File: src/hw/rtl/ctet_pkg.sv
// ----------------------------------------------------------------------------
// ctet_pkg
// Shared types and constants for the current trend energy tally.
// ----------------------------------------------------------------------------
package ctet_pkg;

  localparam int unsigned TimeW   = 32;
  localparam int unsigned CurW    = 16;
  localparam int unsigned PwrW    = 20;
  localparam int unsigned EnergyW = 48;
  localparam int unsigned ProdW   = PwrW + TimeW;
  localparam int unsigned CountW  = 16;

  typedef enum logic [1:0] {
    CLS_UNLOAD = 2'd0,
    CLS_LOAD   = 2'd1,
    CLS_IDLE   = 2'd2
  } cls_e;

  // Word handed from the front stage to the accumulate stage.
  typedef struct packed {
    cls_e              cls;
    logic [TimeW-1:0]  sample_time;
    logic              last;
    logic              batch_start;
    logic [ProdW-1:0]  energy;
  } stage_t;

endpackage

File: src/hw/rtl/ctet_front.sv
// ----------------------------------------------------------------------------
// ctet_front
// Input register: classes each word against the previous current and forms
// previous power times time step.
// ----------------------------------------------------------------------------
module ctet_front (
  input  logic                            clk_i,
  input  logic                            rst_ni,
  input  logic                            in_valid_i,
  output logic                            in_stall_o,
  input  logic [ctet_pkg::TimeW-1:0]      sample_time_i,
  input  logic [ctet_pkg::CurW-1:0]       current_sample_i,
  input  logic [ctet_pkg::PwrW-1:0]       power_sample_i,
  input  logic                            last_of_batch_i,
  input  logic                            adv_i,
  output logic                            s1_valid_o,
  output ctet_pkg::stage_t                s1_o
);

  logic                        s1_valid_q;
  ctet_pkg::stage_t            s1_q;
  logic [ctet_pkg::TimeW-1:0]  last_time_q;
  logic [ctet_pkg::PwrW-1:0]   last_power_q;
  logic [ctet_pkg::CurW-1:0]   last_cur_q;
  logic                        have_prev_q;
  logic                        start_q;
  logic                        accept;
  logic [ctet_pkg::TimeW-1:0]  dt;
  ctet_pkg::cls_e              cls;

  assign in_stall_o = s1_valid_q && !adv_i;
  assign accept     = in_valid_i && !in_stall_o;
  assign dt         = sample_time_i - last_time_q;

  always_comb begin
    if (start_q && !have_prev_q) begin
      cls = ctet_pkg::CLS_IDLE;
    end else if (current_sample_i > last_cur_q) begin
      cls = ctet_pkg::CLS_LOAD;
    end else if (current_sample_i < last_cur_q) begin
      cls = ctet_pkg::CLS_UNLOAD;
    end else begin
      cls = ctet_pkg::CLS_IDLE;
    end
  end

  always_ff @(posedge clk_i or negedge rst_ni) begin
    if (!rst_ni) begin
      s1_valid_q   <= 1'b0;
      last_time_q  <= '0;
      last_power_q <= '0;
      last_cur_q   <= '0;
      have_prev_q  <= 1'b0;
      start_q      <= 1'b1;
    end else begin
      if (!s1_valid_q || adv_i) begin
        s1_valid_q <= in_valid_i;
      end
      if (accept) begin
        last_time_q  <= sample_time_i;
        last_power_q <= power_sample_i;
        last_cur_q   <= current_sample_i;
        start_q      <= last_of_batch_i;
        if (last_of_batch_i) begin
          have_prev_q <= 1'b1;
        end
      end
    end
  end

  always_ff @(posedge clk_i) begin
    if (accept) begin
      s1_q.cls         <= cls;
      s1_q.sample_time <= sample_time_i;
      s1_q.last        <= last_of_batch_i;
      s1_q.batch_start <= start_q;
      s1_q.energy      <= ctet_pkg::ProdW'(last_power_q) * ctet_pkg::ProdW'(dt);
    end
  end

  assign s1_valid_o = s1_valid_q;
  assign s1_o       = s1_q;

endmodule

File: src/hw/rtl/ctet_accum.sv
// ----------------------------------------------------------------------------
// ctet_accum
// Segment tracking and saturating totals; its registers are the result word.
// ----------------------------------------------------------------------------
module ctet_accum (
  input  logic                              clk_i,
  input  logic                              rst_ni,
  input  logic                              take_i,
  input  ctet_pkg::stage_t                  s1_i,
  output logic [1:0]                        trend_class_o,
  output logic [ctet_pkg::EnergyW-1:0]      load_energy_o,
  output logic [ctet_pkg::EnergyW-1:0]      unload_energy_o,
  output logic [ctet_pkg::TimeW-1:0]        load_seconds_o,
  output logic [ctet_pkg::TimeW-1:0]        unload_seconds_o,
  output logic [ctet_pkg::CountW-1:0]       load_segments_o,
  output logic [ctet_pkg::CountW-1:0]       unload_segments_o
);

  localparam logic [ctet_pkg::EnergyW-1:0] EMax = '1;
  localparam logic [ctet_pkg::TimeW-1:0]   TMax = '1;
  localparam logic [ctet_pkg::CountW-1:0]  CMax = '1;

  ctet_pkg::cls_e                 cls_q, prev_q;
  logic [ctet_pkg::TimeW-1:0]     seg_q, seg_d;
  logic [ctet_pkg::EnergyW-1:0]   le_q, le_d, ue_q, ue_d;
  logic [ctet_pkg::TimeW-1:0]     lt_q, lt_d, ut_q, ut_d;
  logic [ctet_pkg::CountW-1:0]    lc_q, lc_d, uc_q, uc_d;
  logic [ctet_pkg::ProdW:0]       e_sum;
  logic [ctet_pkg::EnergyW-1:0]   e_base, e_sat;
  logic [ctet_pkg::TimeW-1:0]     seg_dt, t_base, t_sat;
  logic [ctet_pkg::TimeW:0]       t_sum;
  logic                           mid, l_time, u_time, l_cnt, u_cnt;

  assign mid    = !s1_i.batch_start;
  assign seg_dt = s1_i.sample_time - seg_q;

  // energy total: at most one of the two moves per word
  assign e_base = (s1_i.cls == ctet_pkg::CLS_LOAD) ? le_q : ue_q;
  assign e_sum  = (ctet_pkg::ProdW + 1)'(e_base) + (ctet_pkg::ProdW + 1)'(s1_i.energy);
  assign e_sat  = (e_sum > (ctet_pkg::ProdW + 1)'(EMax)) ? EMax
                                                        : e_sum[ctet_pkg::EnergyW-1:0];

  // segment close adds time and a count; the batch end adds time only
  assign l_cnt  = mid && prev_q == ctet_pkg::CLS_LOAD && s1_i.cls != ctet_pkg::CLS_LOAD;
  assign u_cnt  = mid && prev_q == ctet_pkg::CLS_UNLOAD && s1_i.cls != ctet_pkg::CLS_UNLOAD;
  assign l_time = l_cnt || (mid && s1_i.last && prev_q == ctet_pkg::CLS_LOAD);
  assign u_time = u_cnt || (mid && s1_i.last && prev_q == ctet_pkg::CLS_UNLOAD);

  assign t_base = l_time ? lt_q : ut_q;
  assign t_sum  = (ctet_pkg::TimeW + 1)'(t_base) + (ctet_pkg::TimeW + 1)'(seg_dt);
  assign t_sat  = t_sum[ctet_pkg::TimeW] ? TMax : t_sum[ctet_pkg::TimeW-1:0];

  always_comb begin
    le_d  = le_q;
    ue_d  = ue_q;
    lt_d  = lt_q;
    ut_d  = ut_q;
    lc_d  = lc_q;
    uc_d  = uc_q;
    seg_d = seg_q;
    if (mid && s1_i.cls == ctet_pkg::CLS_LOAD) begin
      le_d = e_sat;
    end
    if (mid && s1_i.cls == ctet_pkg::CLS_UNLOAD) begin
      ue_d = e_sat;
    end
    if (l_time) begin
      lt_d = t_sat;
    end
    if (u_time) begin
      ut_d = t_sat;
    end
    if (l_cnt && lc_q != CMax) begin
      lc_d = lc_q + 1'b1;
    end
    if (u_cnt && uc_q != CMax) begin
      uc_d = uc_q + 1'b1;
    end
    if (!mid || s1_i.cls != prev_q) begin
      seg_d = s1_i.sample_time;
    end
  end

  always_ff @(posedge clk_i or negedge rst_ni) begin
    if (!rst_ni) begin
      cls_q  <= ctet_pkg::CLS_IDLE;
      prev_q <= ctet_pkg::CLS_IDLE;
      seg_q  <= '0;
      le_q   <= '0;
      ue_q   <= '0;
      lt_q   <= '0;
      ut_q   <= '0;
      lc_q   <= '0;
      uc_q   <= '0;
    end else if (take_i) begin
      cls_q  <= s1_i.cls;
      prev_q <= s1_i.cls;
      seg_q  <= seg_d;
      le_q   <= le_d;
      ue_q   <= ue_d;
      lt_q   <= lt_d;
      ut_q   <= ut_d;
      lc_q   <= lc_d;
      uc_q   <= uc_d;
    end
  end

  assign trend_class_o     = cls_q;
  assign load_energy_o     = le_q;
  assign unload_energy_o   = ue_q;
  assign load_seconds_o    = lt_q;
  assign unload_seconds_o  = ut_q;
  assign load_segments_o   = lc_q;
  assign unload_segments_o = uc_q;

endmodule

File: src/hw/rtl/current_trend_energy_tally.sv
// ----------------------------------------------------------------------------
// current_trend_energy_tally
// Classes current samples as load, unload or idle and keeps saturating
// energy, segment time and segment count totals.
// ----------------------------------------------------------------------------
// Usage:
//   Input channel in_valid_i / in_stall_o carries one sample word; a word is
//   taken on a clock edge with valid high and stall low. last_of_batch_i
//   marks the final sample of a batch.
//   Output channel out_valid_o / out_stall_i returns one result word per
//   sample, with the totals after that sample.
//   The first register holds the sample with its class and the power-time
//   product (one 20x32 multiply); the second applies the saturating
//   accumulates and raises out_valid_o.
//   Throughput: one word per cycle for as long as the receiver takes words.
//   When out_stall_i is high the result holds and one more sample can wait
//   in the first register; after that in_stall_o rises.
//   Reset clears all totals, empties both registers and starts a new batch
//   with no earlier batch; there is no clearing pass.
// ----------------------------------------------------------------------------
module current_trend_energy_tally (
  input  logic                              clk_i,
  input  logic                              rst_ni,
  input  logic                              in_valid_i,
  output logic                              in_stall_o,
  input  logic [ctet_pkg::TimeW-1:0]        sample_time_i,
  input  logic [ctet_pkg::CurW-1:0]         current_sample_i,
  input  logic [ctet_pkg::PwrW-1:0]         power_sample_i,
  input  logic                              last_of_batch_i,
  output logic                              out_valid_o,
  input  logic                              out_stall_i,
  output logic [1:0]                        trend_class_o,
  output logic [ctet_pkg::EnergyW-1:0]      load_energy_o,
  output logic [ctet_pkg::EnergyW-1:0]      unload_energy_o,
  output logic [ctet_pkg::TimeW-1:0]        load_seconds_o,
  output logic [ctet_pkg::TimeW-1:0]        unload_seconds_o,
  output logic [ctet_pkg::CountW-1:0]       load_segments_o,
  output logic [ctet_pkg::CountW-1:0]       unload_segments_o
);

  logic             out_valid_q;
  logic             adv;
  logic             s1_valid;
  ctet_pkg::stage_t s1;

  assign adv = !out_valid_q || !out_stall_i;

  ctet_front u_front (
    .clk_i            (clk_i),
    .rst_ni           (rst_ni),
    .in_valid_i       (in_valid_i),
    .in_stall_o       (in_stall_o),
    .sample_time_i    (sample_time_i),
    .current_sample_i (current_sample_i),
    .power_sample_i   (power_sample_i),
    .last_of_batch_i  (last_of_batch_i),
    .adv_i            (adv),
    .s1_valid_o       (s1_valid),
    .s1_o             (s1)
  );

  ctet_accum u_accum (
    .clk_i             (clk_i),
    .rst_ni            (rst_ni),
    .take_i            (s1_valid && adv),
    .s1_i              (s1),
    .trend_class_o     (trend_class_o),
    .load_energy_o     (load_energy_o),
    .unload_energy_o   (unload_energy_o),
    .load_seconds_o    (load_seconds_o),
    .unload_seconds_o  (unload_seconds_o),
    .load_segments_o   (load_segments_o),
    .unload_segments_o (unload_segments_o)
  );

  always_ff @(posedge clk_i or negedge rst_ni) begin
    if (!rst_ni) begin
      out_valid_q <= 1'b0;
    end else if (adv) begin
      out_valid_q <= s1_valid;
    end
  end

  assign out_valid_o = out_valid_q;

  // input backs up only when both registers are full and the output is held
  a_stall_cause: assert property (@(posedge clk_i) disable iff (!rst_ni)
    in_stall_o |-> (s1_valid && out_valid_o && out_stall_i))
    else $error("input stalled without a full pipeline");

  a_energy_mono: assert property (@(posedge clk_i) disable iff (!rst_ni)
    1'b1 |=> (load_energy_o >= $past(load_energy_o)) &&
             (unload_energy_o >= $past(unload_energy_o)))
    else $error("energy total decreased");

  a_totals_hold: assert property (@(posedge clk_i) disable iff (!rst_ni)
    !(s1_valid && adv) |=> $stable(load_seconds_o) && $stable(unload_segments_o))
    else $error("totals moved without a word");

  a_count_time: assert property (@(posedge clk_i) disable iff (!rst_ni)
    1'b1 |=> (load_segments_o == $past(load_segments_o)) ||
             (load_seconds_o >= $past(load_seconds_o)))
    else $error("load segment counted while time total fell");

endmodule

File: config.mk
export PLATFORM = sky130hd
export DESIGN_NAME = current_trend_energy_tally
export DESIGN_NICKNAME = d
export VERILOG_FILES = /design/src/hw/rtl/ctet_pkg.sv /design/src/hw/rtl/ctet_front.sv /design/src/hw/rtl/ctet_accum.sv /design/src/hw/rtl/current_trend_energy_tally.sv
export SDC_FILE = /design/constraint.sdc
export NUM_CORES = 2
export LEC_CHECK = 0
export BUFFER_PORTS_ARGS = -buffer_cell sky130_fd_sc_hd__buf_2
export CORE_MARGIN = 2
export CORE_UTILIZATION = 35
export DETAILED_ROUTE_END_ITERATION = 8
export HOLD_SLACK_MARGIN = 0.12
export SLEW_MARGIN = 20
export SYNTH_ARGS = -nofsm -noshare
export SYNTH_HDL_FRONTEND = slang
export SYNTH_SLANG_ARGS = --single-unit
export TNS_END_PERCENT = 30
File: constraint.sdc
create_clock -name clk_i -period 11.9 [get_ports clk_i]
set_clock_uncertainty 0.15 [all_clocks]
set_input_delay 2.38 -clock clk_i [delete_from_list [all_inputs] [get_ports clk_i]]
set_output_delay 2.38 -clock clk_i [all_outputs]
set_load 0.01 [all_outputs]
== Word-level counts from Yosys, hierarchy flattened ==
Cells that the tools add are included.
Operators by class
  $add $sub $neg: 6
  $mul: 1
  $lt $le $gt $ge: 3
  eq/ne operators: 6
  multiplexer cells: 6
  reductions and logical operators: 38
Operator list (count)
  $mux 48: 2
  $mux 32: 2
  $sub 32x32->32: 2
  $add 48x52->53: 1
  $gt 53x48->1 const B: 1
  $mul 20x32->52: 1
  $add 32x32->33: 1
  $add 16x1->16 const B: 2
  $ne 16x16->1 const B: 2
  $gt 16x16->1: 1
  $lt 16x16->1: 1
  $reduce_and 2->1: 8
  $logic_and 1x1->1: 15
  $logic_not 1->1: 7
  $logic_or 1x1->1: 5
  $eq 2x1->1 const B: 2
  $logic_not 2->1: 2
  $mux 2: 2
  $ne 2x1->1 const B: 1
  $ne 2x2->1: 1
  $reduce_bool 2->1: 1
Storage, ports and cells
  flip-flop bits (word level): 386
  output and inout port bits: 196
  logic and storage cells: 80

== Logic depth before layout (Yosys ltp) ==
  depth after elaboration: 7
  gate-level depth with buffers: 37
  mapped depth without buffers: 36

== By module ==
A second synthesis with hierarchy kept.
Second synthesis, totals
  cells, all modules: 4964
  area, all modules: 44893.1 µm²
By module, submodules not included
  ctet_front: instances 1, cells each 3197, area an instance 29025.3 µm², sequential area each 4420.5 µm²
  ctet_accum: instances 1, cells each 1763, area an instance 15820.2 µm², sequential area each 5656.7 µm²
  current_trend_energy_tally: instances 1, cells each 4, area an instance 47.5 µm², sequential area each 25.0 µm²

== Least setup slack after synthesis ==
No wires, ideal clock.
  kind: input to register
  start: input port sample_time_i[9] (netlist name)
  end: register u_front.s1_q (netlist bit u_front.s1_o[49]), data pin
  setup time: 0.266 ns
  data arrival time: 10.640 ns
  data required time: 11.484 ns
  slack: 0.844 ns
  stages: 35
  cell sequence: ha_1 > clkbuf_1 > nand4_1 > nor2_1 > nand2_1 > o211ai_1 > a21o_1 > a211oi_1 > nor2_1 > buf_2 > mux2i_1 > o2111ai_1 > fa_1 > inv_1 > fa_1 > fa_1 > inv_1 > fa_1 > fa_1 > fa_1 > inv_1 > fa_1 > inv_1 > ha_1 > clkbuf_1 > a21o_1 > a21o_1 > a21oi_1 > inv_1 > o31ai_1 > o211a_1 > o21ai_0 > and3b_1 > o41ai_1 > xnor2_1
Between the ends
  cells in the longest elaborated chain, start to end: 2
RTL lines
  from (decl): RTL line current_trend_energy_tally.sv:26  | input logic [ctet_pkg::TimeW-1:0] sample_time_i,
  $sub 32x32->32: RTL line ctet_front.sv:33  | assign dt = sample_time_i - last_time_q;
  $mul 20x32->52: RTL line ctet_front.sv:77  | s1_q.energy <= ctet_pkg::ProdW'(last_power_q) * ctet_pkg::ProdW'(dt);
  to (decl): RTL line ctet_front.sv:21  | ctet_pkg::stage_t s1_q;
No other way between the ends.
A chain may end at the register's enable or synchronous reset.

== Worst setup path after layout ==
  start: input port sample_time_i[0] (netlist name)
  end: register u_front.s1_q (netlist bit u_front.s1_o[49]), data pin
The elaborated chain is that of the path after synthesis.

==> PnR_summary.wiki <==
{| class="wikitable"
! Metric !! Value
|-
| Mapped Cells || 4898
|-
| Number of flops mapped to enable cells by yosys || 88
|-
| Slowest Stage Delay on Critical Path || 0.52 ns
|-
| Vias in the first global route || 35700
|-
| Final clock period utilization by the worst path || 94.6%
|-
| CORE AREA || 126000 µm²
|-
| Area share of the leading cell type in the synthesized netlist || 24.3%
|-
| Min Hold Slack || 0.311 ns
|-
| Min-delay worst type || reg -> reg
|-
| HPWL reported at the end of detailed placement || 92000 µm
|-
| Initial antenna violation count || 7
|-
| Die height || 361 µm
|-
| Maximum clock frequency || 88.8 MHz
|-
| Die outline width || 361 µm
|-
| Buffers & Inverters on Critical Path || 7
|-
| Nets || 5977
|-
| Area leader, netlist || fa_1
|-
| Routed wire length || 122000 µm
|-
| Count of maximum capacitance violations || 0
|-
| Crit Path Max Fanout || 7
|-
| Number of cell rows || 130
|-
| Post-layout min period || 11.26 ns
|-
| Root cell of the clock tree || clkbuf_16
|-
| Net Count, Synth || 5833
|-
| Count of pins on the block boundary || 269
|-
| Initial drt markers || 2196
|-
| Cell types with the largest area share after synthesis || fa_1 (24%), dfrtp_1 (17%), ha_1 (9.1%)
|-
| Routed met3 length || 5490 µm
|-
| Effective utilization at floorplan || 35.3%
|-
| Sum of negative setup slack || 0 ns
|-
| Critical path origin || sample_time_i[0]
|-
| Global router's overall resource usage || 19.0%
|-
| Routed wire length per instance || 18.2 µm
|-
| Cts repair resizes || 0
|-
| Maximum number of pins on one net before global-route repair || 97
|-
| RD Place Congestion || 0.874
|-
| Routed vias/inst || 5.11
|-
| Kind of start point of the critical path || input port
|-
| Worst r2r dst || u_front.s1_o[48]
|-
| Cell with the most instances after synthesis || inv_1
|-
| Detailed-route wire length on metal 1 || 52900 µm
|-
| Cell types with the highest counts after synthesis || inv_1 (678), nand2_1 (584), fa_1 (540)
|-
| Core occupancy in the finished layout || 39.1%
|-
| Worst Max-Slew Pin Slew || 1.05 ns
|-
| Final Cell Area || 49200 µm²
|-
| Total grt overflow || 0
|-
| Setup repair after global routing missed its margin || false
|-
| Area of placed instances || 47700 µm²
|-
| CP Capture Point || u_front.s1_o[49]
|-
| WP data arrival || 11.47 ns
|-
| Clock-pin slew of the registers on the worst-case setup and hold paths || 0.06 ns
|-
| CP Depth || 35
|-
| Number of cells traversed by the worst register-to-register path || 35
|-
| Total of endpoints with negative setup slack in the final report || 0
|-
| Seq/Total Area, Yosys || 22.7%
|-
| Crit path top cell by count || fa_1
|-
| Register bit total from synthesis || 386
|-
| CTS hold repair buffers || 0
|-
| TritonCTS Buffers || 48
|-
| Register-to-Register Setup Slack || 2.17 ns
|-
| Avg Cell Area, Syn || 9.08 µm²
|-
| Final routed DRC violation total || 0
|-
| Critical path class || in -> reg
|-
| Post-synthesis async set-or-reset flop share || 77.2%
|-
| TritonCTS clock tree || done
|-
| Outcome || completed
|-
| Number of detailed-route iterations in the first pass || 5
|-
| Uppermost layer routed || met5
|-
| Share of cells above drive strength 1 || 11.7%
|-
| Synthesis Warnings || 0
|-
| Synth Flop Type || dfrtp_1
|-
| Library cells used by synthesis || 78
|-
| Max-slew violation count || 0
|-
| Area growth, synth to finish || 10.6%
|-
| Reg-to-reg critical path startpoint || u_front.last_time_q[1]
|-
| Clock latency at the later pin of the worst-skew pair || 0.63 ns
|-
| Global-route wire length before repair || 198000 µm
|-
| Post-synthesis instance area || 44500 µm²
|-
| Count of nets left with antenna violations after detail routing || 0
|-
| Worst-case clock buffer depth || 3
|-
| Clock sinks || 386
|-
| Cell family with the largest share of critical-path delay || adder cells
|-
| CTS H-tree lvls || 2
|-
| Critical Path Sink Type || flip-flop
|-
| Cell with the largest stage delay on the worst path || fa_1
|-
| DR WL met2 || 60600 µm
|-
| Full die area || 130000 µm²
|-
| Post CTS Setup Buffer Count || 0
|-
| Total number of vias || 34400
|-
| Worst Path Required || 12.10 ns
|-
| IO buf count || 268
|-
| Hold violation count in the final report || 0
|-
| Worst slew margin relative to its limit || 30.2%
|}
-- kinds of logic after synthesis --
group,after synthesis,share of synthesized area (%)
fa+ha+maj,862,33.4
xor+xnor,199,3.92
compound gates,805,11.4
buf+inv,940,7.99
flops,386,22.7
mux,139,3.48
simple gates,1567,17.1
-- how the worst min path moves through the flow --
| stage | endpoint | slack [ns] | cells past startpoint | from |
|---|---|---|---|---|
| 6_report | u_front.have_prev_q | 0.31 | 1 | u_front.have_prev_q |
| 5_1_grt | u_front.have_prev_q | 0.34 | 1 | u_front.have_prev_q |
| 4_1_cts | u_front.have_prev_q | 0.31 | 1 | u_front.have_prev_q |
| 3_5_place_dp | u_front.have_prev_q | 0.29 | 1 | u_front.have_prev_q |
| 3_3_place_gp | u_front.have_prev_q | 0.29 | 1 | u_front.have_prev_q |
| 2_1_floorplan | u_front.have_prev_q | 0.28 | 1 | u_front.have_prev_q |
-- placed cells by master, fill, tap and decap left out, drive strengths merged, types with 26 or more instances in the layout --
cell	synthesis	routed
xor2	74	74
dfrtp	296	296
mux2	124	124
and2	328	328
o21a	26	26
a21oi	220	220
fa	540	540
a31oi	107	107
and3	28	28
nor2b	82	82
nand4	40	40
ha	322	322
clkbuf	241	64
nand2b	57	57
nand2	584	584
edfxtp	88	88
o21ai	190	190
nor2	280	280
nor3	45	45
nand3	48	48
xnor2	125	125
a21o	94	94
inv	678	682
buf	21	356
-- per-layer routing --
metal	vias up	GRT usage (%)
met4	2	5.23
met1	17200	24.5
li1	16200	-
met5	-	0
met3	203	2.10
met2	845	33.7
-- per-stage QoR --
step	cells	worst slack, ns
floorplan	4898	0.844
global placement	6641	0.277
detailed placement	6641	0.138
CTS	6729	0.788
global route	6731	0.121
finish	6733	0.637
-- flip-flops by register name, summed over array words and instances (netlist names), 2 cells and up --
signal                     cells
u_front.s1_o                  88
u_front.last_cur_q            16
u_accum.load_energy_o         48
u_accum.load_seconds_o        32
u_accum.seg_q                 32
u_front.last_power_q          20
u_accum.prev_q                 2
u_accum.unload_seconds_o      32
u_accum.load_segments_o       16
u_front.last_time_q           32
u_accum.unload_segments_o     16
u_accum.unload_energy_o       48
-- area by class of cell --
class,instances,area [µm²]
clock inverter,24,171
clock buffer,64,1320
timing repair buffer,356,2090
fill,12700,76700
sequential,386,10100
multi-input combinational,3572,30900
tap,1650,2060
inverter,678,2550
antenna,3,7.51
Power is not shown: default switching activity piles up to over one toggle a cycle in this logic, so the estimate is an artifact.
